[src/rtl/core/huber_weighted_photometric_residual_defines.svh]
// Assertion helpers used by hwpr_back.
`ifndef HUBER_WEIGHTED_PHOTOMETRIC_RESIDUAL_DEFINES_SVH
`define HUBER_WEIGHTED_PHOTOMETRIC_RESIDUAL_DEFINES_SVH

// Same-cycle check, disabled while in reset.
`define HWPR_ASSERT(lbl, prop, msg) \
    lbl: assert property (@(posedge i_clk) disable iff (!i_rst_n) prop) \
        else $error(msg);

// Next-cycle check, disabled while in reset.
`define HWPR_ASSERT_NEXT(lbl, pre, post, msg) \
    lbl: assert property (@(posedge i_clk) disable iff (!i_rst_n) pre |=> post) \
        else $error(msg);

`endif

[src/rtl/core/hwpr_pkg.sv]
package hwpr_pkg;

    localparam int CFG_IDX_W  = 3;
    localparam int CFG_DATA_W = 32;

    typedef enum logic [CFG_IDX_W-1:0] {
        CFG_TRANS_X        = 3'd0,
        CFG_TRANS_Y        = 3'd1,
        CFG_TRANS_Z        = 3'd2,
        CFG_VARIANCE_GAIN  = 3'd3,
        CFG_PIXEL_NOISE_SQ = 3'd4,
        CFG_HUBER_WIDTH    = 3'd5
    } t_cfg_idx;

    typedef struct packed {
        logic signed [31:0] trans_x;
        logic signed [31:0] trans_y;
        logic signed [31:0] trans_z;
        logic        [30:0] variance_gain;
        logic        [30:0] pixel_noise_sq;
        logic        [30:0] huber_width;
    } t_cfg;

    // one queued point; abs_res is |photo_residual| (needs 33 bits for -2^31)
    typedef struct packed {
        logic signed [31:0] pos_x;
        logic signed [31:0] pos_y;
        logic signed [31:0] pos_z;
        logic signed [31:0] inv_depth;
        logic signed [31:0] photo_residual;
        logic signed [31:0] grad_x;
        logic signed [31:0] grad_y;
        logic        [30:0] depth_var;
        logic               last_point;
        logic        [32:0] abs_res;
    } t_item;

    typedef struct packed {
        logic        start;
        logic [63:0] num;
        logic [31:0] den;
    } t_div_req;

    typedef struct packed {
        logic        done;
        logic        busy;
        logic [63:0] quo;
    } t_div_rsp;

    localparam logic signed [65:0] S32_MAX_W = 66'sd2147483647;
    localparam logic signed [65:0] S32_MIN_W = -66'sd2147483648;

endpackage

[src/rtl/core/hwpr_front.sv]
module hwpr_front
    import hwpr_pkg::*;
(
    input  logic               i_clk,
    input  logic               i_rst_n,
    input  logic               i_in_valid,
    output logic               o_in_ready,
    input  logic signed [31:0] i_pos_x,
    input  logic signed [31:0] i_pos_y,
    input  logic signed [31:0] i_pos_z,
    input  logic signed [31:0] i_inv_depth,
    input  logic signed [31:0] i_photo_residual,
    input  logic signed [31:0] i_grad_x,
    input  logic signed [31:0] i_grad_y,
    input  logic        [30:0] i_depth_var,
    input  logic               i_last_point,
    output t_item              o_item,
    output logic               o_item_valid,
    input  logic               i_item_pop
);

    localparam int DEPTH = 2;

    t_item              r_q [DEPTH];
    logic               r_wptr;
    logic               r_rptr;
    logic [1:0]         r_cnt;
    t_item              n_item;
    logic signed [32:0] res_ext;
    logic               push;
    logic               pop;

    assign o_in_ready   = (r_cnt != 2'(DEPTH));
    assign o_item_valid = (r_cnt != 2'd0);
    assign o_item       = r_q[r_rptr];
    assign push         = i_in_valid && o_in_ready;
    assign pop          = i_item_pop && o_item_valid;

    always_comb begin
        res_ext               = {i_photo_residual[31], i_photo_residual};
        n_item.pos_x          = i_pos_x;
        n_item.pos_y          = i_pos_y;
        n_item.pos_z          = i_pos_z;
        n_item.inv_depth      = i_inv_depth;
        n_item.photo_residual = i_photo_residual;
        n_item.grad_x         = i_grad_x;
        n_item.grad_y         = i_grad_y;
        n_item.depth_var      = i_depth_var;
        n_item.last_point     = i_last_point;
        n_item.abs_res        = res_ext[32] ? 33'(-res_ext) : 33'(res_ext);
    end

    always_ff @(posedge i_clk) begin
        if (!i_rst_n) begin
            r_wptr <= 1'b0;
            r_rptr <= 1'b0;
            r_cnt  <= 2'd0;
        end else begin
            if (push) r_wptr <= ~r_wptr;
            if (pop)  r_rptr <= ~r_rptr;
            r_cnt <= r_cnt + 2'(push) - 2'(pop);
        end
    end

    always_ff @(posedge i_clk) begin
        if (push) r_q[r_wptr] <= n_item;
    end

endmodule

[config.mk]
export PLATFORM = sky130hd
export DESIGN_NAME = hwpr_front
export DESIGN_NICKNAME = d
export VERILOG_FILES = /design/src/rtl/core/huber_weighted_photometric_residual_defines.svh /design/src/rtl/core/hwpr_pkg.sv /design/src/rtl/core/hwpr_front.sv
export SDC_FILE = /design/constraint.sdc
export NUM_CORES = 1
export LEC_CHECK = 0
export ABC_AREA = 1
export BUFFER_PORTS_ARGS = -buffer_cell sky130_fd_sc_hd__buf_4
export CORE_AREA = 3 3 216 218
export CTS_CLUSTER_DIAMETER = 50
export DETAILED_ROUTE_END_ITERATION = 10
export DIE_AREA = 0 0 219 221
export PLACE_DENSITY = 0.76
export SLEW_MARGIN = 20
export SYNTH_ARGS = -nofsm -noshare
export SYNTH_HDL_FRONTEND = slang
export SYNTH_SLANG_ARGS = --single-unit
[constraint.sdc]
create_clock -name i_clk -period 17.4 [get_ports i_clk]
set_input_delay 2.61 -clock i_clk [delete_from_list [all_inputs] [get_ports i_clk]]
set_output_delay 2.61 -clock i_clk [all_outputs]
set_load 0.005 [all_outputs]
==> results.sh, run 1 <==
export IMPL_final_nets=1989
export IMPL_wl_microns=52500
export IMPL_coreArea_sq_mm=0.0451
export IMPL_power_leakage_nw=11.4
export IMPL_dp_hpwl_microns=37400
export IMPL_grt_pass1_vias=12500
export IMPL_clock_path_buffers=3
export IMPL_ant_nets=0
export IMPL_antenna_found_initial=7
export IMPL_numClockSinks=581
export IMPL_end_kind="output port"
export IMPL_drive_gt1_share_pct=53.2
export IMPL_crit_top_cell="buf_4"
export IMPL_cts_hold_buf=0
export IMPL_firstDrtPassIters=5
export IMPL_overflow=0
export IMPL_cap_violations=0
export IMPL_yosys_top_cells_area="edfxtp_1, mux2_4, mux2_2, nand2_1, buf_6"
export IMPL_swShare_pct=24.9
export IMPL_fin_util_pct=65.1
export IMPL_clk_pin_slew_ps=60
export IMPL_p_per_area_mw_per_mm2=141
export IMPL_die_w_microns=219
export IMPL_critical_path_class="register to output port"
export IMPL_synth_cell_types=23
export IMPL_ios=551
export IMPL_wl_per_cell_microns=22.1
export IMPL_hold_class="register to register"
export IMPL_hold_viol_final=0
export IMPL_tightest_slew_ps=1080
export IMPL_arrival_ps=3100
export IMPL_vdd_drop_max_mv=0.172
export IMPL_io_buffers=550
export IMPL_place_congestion=0.938
export IMPL_finClkSkew_ps=7.39
export IMPL_slowest_delay_ps=960
export IMPL_p_clk_share_pct=29.2
export IMPL_clockRootBuffer="clkbuf_16"
export IMPL_cp_slowest_cell="dfxtp_4"
export IMPL_drt_iter0_markers=1004
export IMPL_finalSetupTns_ps=0
export IMPL_grt_setup_unrepaired="no"
export IMPL_drc=0
export IMPL_grt_usage_pct=21.1
export IMPL_synthToLayoutAreaGrowth_pct=28.6
export IMPL_worstPathCellList="buf_4 > mux2_4 > buf_4"
export IMPL_fp_row_count=78
export IMPL_cts_tree="built"
export IMPL_synth_warnings=0
export IMPL_grt_max_degree=128
export IMPL_setup_viol=0
export IMPL_grt_pass1_wl_microns=76800
export IMPL_yosys_register_bits=581
export IMPL_via_per_inst=5.13
export IMPL_cts_htree_levels=2
export IMPL_finalCritPeriodShare_pct=32.8
export IMPL_total_power_w=0.00413
export IMPL_dieHeight_microns=221
export IMPL_vias=12200
export IMPL_clk_latency_ps=580
export IMPL_fin_crit_ps=5710
export IMPL_pwr_share_comb_pct=25.5
export IMPL_p_switching_w=0.00103
export IMPL_p_int_w=0.00310
export IMPL_post_cts_buffers=0
export IMPL_cts_resized=0
export IMPL_avgSynthCellArea_sq_um=20.0
export IMPL_start_kind="register"
export IMPL_slew_headroom_pct=28.0
export IMPL_seqPwrFrac_pct=45.3
export IMPL_netlist_area_leader_share_pct=75.8
export IMPL_netlist_instances=1141
export IMPL_synth_seq_area_share_pct=76.3
export IMPL_worstPathRequired_ps=14790
export IMPL_max_freq_mhz=175
export IMPL_crit_fanout=58
export IMPL_initial_utilization_pct=50.6
export IMPL_die_area_sq_mm=0.0484
export IMPL_cts_buffers=57
export IMPL_syn_area_sq_mm=0.0228
export IMPL_r2r_setup_slack_ps=14380
export IMPL_yosysTopAreaCell="edfxtp_1"
export IMPL_status="finished, final reports clean"
export IMPL_slew_violations=0
==> logic make-up (layout without fill, tap and decap cells) <==
group	count (synthesis)	in the layout	synth area share (%)
multiplexers	288	288	17.5
flip-flops	581	581	76.3
other	1	6	0.0164
XOR/XNOR	16	16	0.614
AO/OA/AOI/OAI	14	14	0.307
buffers and inverters	62	692	1.94
AND/OR/NAND/NOR	176	176	3.15
adder cells (fa/ha/maj)	3	3	0.165
==> worst max-delay path: cells and delay by family, from the launching register on <==
kind / cells / cell delay [ps]
buf+inv: 2 / 1040
mux: 1 / 360
flops: 1 / 960
==> per-layer routing <==
| layer | track usage [%] | share of wire, % |
|---|---|---|
| met4 | 8.05 | 3.5 |
| met3 | 7.53 | 9.8 |
| met1 | 24.8 | 36 |
| met5 | 0 | 0.084 |
| met2 | 35.4 | 51 |
==> per-stage QoR <==
stage / worst slack (ps) / hold WS [ps] / cell area (sq um) / cells
5_1_grt: 11530 / 489 / 29300 / 2376
4_1_cts: 11610 / 446 / 29300 / 2372
6_report: 11690 / 452 / 29300 / 2376
3_3_place_gp: 12230 / 428 / 27500 / 2267
2_1_floorplan: 1810 / 425 / 22800 / 1142
3_5_place_dp: 12210 / 435 / 27500 / 2267
==> registers in the layout, indices dropped and copies added (netlist names), named ones only <==
| signal | flops |
|---|---|
| r_q | 576 |
| r_cnt | 2 |
| r_rptr | 1 |
| r_wptr | 1 |
==> cell type report <==
class	instances	area (sq um)
Clock inverter	34	345
Sequential cell	581	17400
Inverter	26	97.6
Multi-Input combinational cell	499	4990
Clock buffer	71	1520
Fill cell	3094	15800
Tap cell	600	751
Antenna cell	4	10.0
Timing Repair Buffer	561	4220
==> worst paths after layout <==
path	startpoint	endpoint	depth (start not counted)
min	r_rptr	register	1
max	register	o_item[237]	3
min reg2reg	r_rptr	register	1
max reg2reg	r_cnt[0]	r_q[1][240]	6
==> Yosys cell counts (all sizes together) <==
cell type / count
mux2: 288
nor2: 55
conb: 1
xnor2: 12
o21ai: 9
a21oi: 5
nand3b: 2
ha: 3
xor2: 4
nor3: 1
buf: 36
nand2: 101
inv: 26
nand3: 16
or2: 1
dfxtp: 5
edfxtp: 576
==> cell usage in the layout, fill, tap and decap left out, types with 11 or more instances in the layout <==
master / n
nand2_1: 99
nor2_1: 48
buf_4: 560
xnor2_1: 12
inv_1: 26
mux2_4: 201
mux2_2: 87
clkbuf_16: 59
nand3_1: 16
clkinv_1: 11
edfxtp_1: 576
clkbuf_1: 12
==> power groups by stage <==
stage | combinational [W] | clock [W] | sequential, W
detailed placement | 0.00106 | 0 | 0.00190
global placement | 0.00105 | 0 | 0.00189
floorplan | 0.000596 | 0 | 0.00196
CTS | 0.00107 | 0.00124 | 0.00187
global route | 0.00112 | 0.00130 | 0.00189
finish | 0.00105 | 0.00120 | 0.00187
Note: power is estimated with default switching activity, not from simulation.
==> run 2: changes to the inputs <==
- clock period: 17.4 -> 5.6 ns (I/O delays scaled with it)
==> run 2 against run 1 <==
Hold slack lost 38 ps. Sequential share of layout area shrank 0.55 points. Non-clock buffer count shrank 1. Critical endpoint is now o_item[249]. Largest power group unchanged. Highest routed layer is now met4.
==> results.sh, run 2 (synthesized netlist as in run 1, its figures left out) <==
export IMPL_vias=12100
export IMPL_p_per_area_mw_per_mm2=446
export IMPL_setup_viol=0
export IMPL_final_nets=1990
export IMPL_drive_gt1_share_pct=53.9
export IMPL_synthToLayoutAreaGrowth_pct=29.8
export IMPL_clk_pin_slew_ps=60
export IMPL_setup_ws_ps=2010
export IMPL_slew_headroom_pct=39.8
export IMPL_reg_top3="r_q (576), r_cnt (2)"
export IMPL_p_clk_share_pct=31.1
export IMPL_swShare_pct=24.9
export IMPL_grt_pass1_vias=12500
export IMPL_critPathBufInv=2
export IMPL_antenna_found_initial=1
export IMPL_placedCellCount=2266
export IMPL_hold_class="input pin to register"
export IMPL_fin_crit_ps=3590
export IMPL_grt_usage_pct=20.6
export IMPL_status="finished, final reports clean"
export IMPL_grt_max_degree=144
export IMPL_ios=551
export IMPL_pwr_share_comb_pct=25.2
export IMPL_numClockSinks=581
export IMPL_cts_resized=0
export IMPL_die_area_sq_mm=0.0484
export IMPL_post_cts_buffers=0
export IMPL_clockRootBuffer="clkbuf_16"
export IMPL_worstPathRequired_ps=4760
export IMPL_io_buffers=550
export IMPL_finalCritPeriodShare_pct=64.1
export IMPL_overflow=0
export IMPL_ant_nets=0
export IMPL_end_kind="output port"
export IMPL_total_power_w=0.0132
export IMPL_cts_tree="built"
export IMPL_clk_latency_ps=600
export IMPL_slew_violations=0
export IMPL_grt_pass1_wl_microns=75500
export IMPL_finalNonFillerCells=2379
export IMPL_tightest_slew_ps=904
export IMPL_vdd_drop_max_mv=0.347
export IMPL_preCtsSetupSlack_ps=2640
export IMPL_start_kind="register"
export IMPL_power_leakage_nw=11.5
export IMPL_wl_microns=51400
export IMPL_place_congestion=0.815
export IMPL_max_freq_mhz=279
export IMPL_dp_hpwl_microns=35700
export IMPL_drt_iter0_markers=785
export IMPL_slowest_delay_ps=880
export IMPL_drc=0
export IMPL_cap_violations=0
export IMPL_cp_slowest_cell="dfxtp_4"
export IMPL_hold_viol_final=0
export IMPL_finalSetupTns_ps=0
export IMPL_cts_hold_buf=0
export IMPL_via_per_inst=5.07
export IMPL_wl_per_cell_microns=21.6
export IMPL_firstDrtPassIters=5
export IMPL_largest_register="r_q"
export IMPL_final_cell_mix="edfxtp_1, buf_4, mux2_4"
export IMPL_worstPathCellList="buf_12 > mux2_4 > buf_4"
export IMPL_coreArea_sq_mm=0.0451
export IMPL_cts_htree_levels=2
export IMPL_crit_family="flip-flops"
export IMPL_initial_utilization_pct=50.6
export IMPL_final_common_cell="edfxtp_1"
export IMPL_arrival_ps=2750
export IMPL_crit_fanout=84
export IMPL_die_w_microns=219
export IMPL_seqPwrFrac_pct=43.8
export IMPL_largest_reg_flops=576
export IMPL_cts_buffers=59
export IMPL_fp_row_count=78
export IMPL_fill_cells=3036
export IMPL_dieHeight_microns=221
export IMPL_critical_path_class="register to output port"
export IMPL_finClkSkew_ps=12.8
export IMPL_p_switching_w=0.00329
export IMPL_p_int_w=0.00991
export IMPL_clock_path_buffers=3
export IMPL_grt_setup_unrepaired="no"
run 2: stage by stage:
stage	utilization (%)	instance area, sq um	hold WS (ps)
2_1_floorplan	-	22800	425
3_3_place_gp	61.1	27500	425
3_5_place_dp	61.1	27500	448
4_1_cts	65.7	29600	370
5_1_grt	65.7	29600	380
6_report	65.7	29600	415
run 2: cell type report:
class	count	area (sq um)	share of cell area [%]
Sequential cell	581	17400	58.8
Multi-Input combinational cell	499	5000	16.9
Timing Repair Buffer	560	4290	14.5
Clock buffer	62	1510	5.10
Tap cell	600	751	2.54
Clock inverter	49	554	1.87
Inverter	26	97.6	0.330
Antenna cell	2	5.00	0.0169
run 2: per-layer routing:
layer  global-route usage, %  share of wire, %  vias up
li1                        -                 -     5531
met1                    23.7                36     5979
met2                    36.1                52      448
met3                    6.96               9.2      101
met4                    7.00               3.0        0
met5                       0                 0        -
run 2: power by group through the flow:
stage / Combinational [W] / Sequential (W) / Clock, W
2_1_floorplan: 0.00186 / 0.00585 / 0
4_1_cts: 0.00337 / 0.00578 / 0.00418
6_report: 0.00332 / 0.00578 / 0.00410
5_1_grt: 0.00353 / 0.00583 / 0.00436
3_3_place_gp: 0.00333 / 0.00583 / 0
3_5_place_dp: 0.00335 / 0.00587 / 0
run 2: worst paths after layout:
kind	endpoint	startpoint	cells after the start	slack (ps)
worst min-delay path	r_q[0][121]	i_grad_x[24]	1	410
worst max register to register	r_q[0][256]	r_cnt[0]	5	3130
worst max-delay path	o_item[249]	register	3	2010
worst min register to register	r_rptr	r_rptr	1	460
==> run 3: changes to the inputs <==
- clock period: 5.6 -> 3.5 ns (I/O delays scaled with it)
==> run 3 against run 2 <==
Combinational power rose by 63%. Critical path depth unchanged. Register-to-register slack lost 1700 ps. Non-clock buffer count up 8. Critical endpoint is now o_item[11].
==> results.sh, run 3 (synthesized netlist as in run 1, its figures left out) <==
export IMPL_finClkSkew_ps=26.6
export IMPL_drc=0
export IMPL_r2r_end="r_q[0][235]"
export IMPL_post_cts_buffers=0
export IMPL_vias=12200
export IMPL_wl_microns=52200
export IMPL_largest_reg_flops=576
export IMPL_status="finished, final reports clean"
export IMPL_numClockSinks=581
export IMPL_reg2reg_from="r_cnt[0]"
export IMPL_end_kind="output port"
export IMPL_drt_iter0_markers=986
export IMPL_wl_per_cell_microns=22.0
export IMPL_hold_class="input pin to register"
export IMPL_cts_resized=0
export IMPL_overflow=0
export IMPL_firstDrtPassIters=5
export IMPL_final_common_cell="edfxtp_1"
export IMPL_worstPathRequired_ps=2970
export IMPL_min_to="r_q[0][285]"
export IMPL_p_per_area_mw_per_mm2=695
export IMPL_clockRootBuffer="clkbuf_16"
export IMPL_cts_tree="built"
export IMPL_holdPathStages=1
export IMPL_critical_path_class="register to output port"
export IMPL_power_leakage_nw=11.4
export IMPL_finalCritPeriodShare_pct=80.1
export IMPL_final_nets=1998
export IMPL_die_w_microns=219
export IMPL_clk_pin_slew_ps=60
export IMPL_dieHeight_microns=221
export IMPL_largest_register="r_q"
export IMPL_clock_path_buffers=3
export IMPL_place_congestion=0.880
export IMPL_hold_viol_final=0
export IMPL_slew_violations=0
export IMPL_coreArea_sq_mm=0.0451
export IMPL_grt_usage_pct=21.0
export IMPL_cap_violations=0
export IMPL_antenna_found_initial=3
export IMPL_setup_viol=0
export IMPL_antenna_cells=0
export IMPL_max_freq_mhz=357
export IMPL_vdd_drop_max_mv=0.500
export IMPL_grt_busiest_layer="met2"
export IMPL_met3_usage_pct=7.50
export IMPL_io_buffers=550
export IMPL_grt_setup_unrepaired="no"
export IMPL_via_per_inst=5.13
export IMPL_grt_max_degree=151
export IMPL_grt_util_met1_pct=24.5
export IMPL_final_cell_mix="edfxtp_1, buf_4, mux2_4"
export IMPL_cts_buffers=59
export IMPL_use_met2_pct=36.6
export IMPL_die_area_sq_mm=0.0484
export IMPL_reg_top3="r_q (576), r_cnt (2)"
export IMPL_grt_pass1_wl_microns=76800
export IMPL_initial_utilization_pct=50.6
export IMPL_r2r_setup_slack_ps=1470
export IMPL_grt_pass1_vias=12700
export IMPL_fin_crit_ps=2800
export IMPL_start_kind="register"
export IMPL_finalNonFillerCells=2380
export IMPL_arrival_ps=2280
export IMPL_dp_hpwl_microns=36700
export IMPL_cts_hold_buf=0
export IMPL_slew_headroom_pct=28.8
export IMPL_crit_fanout=65
export IMPL_ios=551
export IMPL_cts_htree_levels=2
export IMPL_fin_util_pct=65.3
export IMPL_tightest_slew_ps=1070
export IMPL_synthToLayoutAreaGrowth_pct=29.0
export IMPL_placedCellCount=2274
export IMPL_hold_start="i_pos_x[28]"
export IMPL_fp_row_count=78
export IMPL_clk_latency_ps=600
export IMPL_whs_ps=106
export IMPL_ant_nets=0
export IMPL_drive_gt1_share_pct=53.3
export IMPL_r2r_cells=5
## run 3: where the power goes
group	switching, W	internal (W)
Sequential	0.000291	0.00891
Clock	0.00249	0.00334
Combinational	0.00240	0.00301
Total	0.00517	0.0153
## run 3: cell type report
cell class                 count  area, sq um
multi-input combinational    499         5010
tap                          600          751
clock buffer                  79         1590
inverter                      26         97.6
timing repair buffer         568         4380
fill                        3099        15700
clock inverter                27          205
sequential                   581        17400
## run 3: worst max path at each step
stage / start / to / slack, ps / cells after the start
6_report: register / o_item[11] / 700 / 3
5_1_grt: register / o_item[11] / 610 / 3
4_1_cts: register / o_item[11] / 640 / 3
3_5_place_dp: register / o_item[11] / 1300 / 3
2_1_floorplan: i_in_valid / r_q[0][100] / -1760 / 2
3_3_place_gp: register / o_item[11] / 1330 / 3
## run 3: per-layer routing
| metal | part of all wire, % | wire length, microns |
|---|---|---|
| met3 | 9.9 | 5190 |
| met5 | 0.034 | 18 |
| met1 | 36 | 18900 |
| met4 | 3.1 | 1610 |
| met2 | 51 | 26500 |
## run 3: worst max-delay path, stage by stage (launching register included)
cell and delay, ps:
dfxtp_4 610, buf_12 420, mux2_2 390, buf_4 130
## run 3: stage by stage
step	worst slack, ps	area (sq um)	power (W)	setup TNS [ps]
2_1_floorplan	-1760	22800	0.0123	-1011810
3_3_place_gp	1330	27600	0.0147	0
3_5_place_dp	1300	27600	0.0148	0
4_1_cts	636	29400	0.0207	0
5_1_grt	609	29400	0.0213	0
6_report	696	29400	0.0204	0
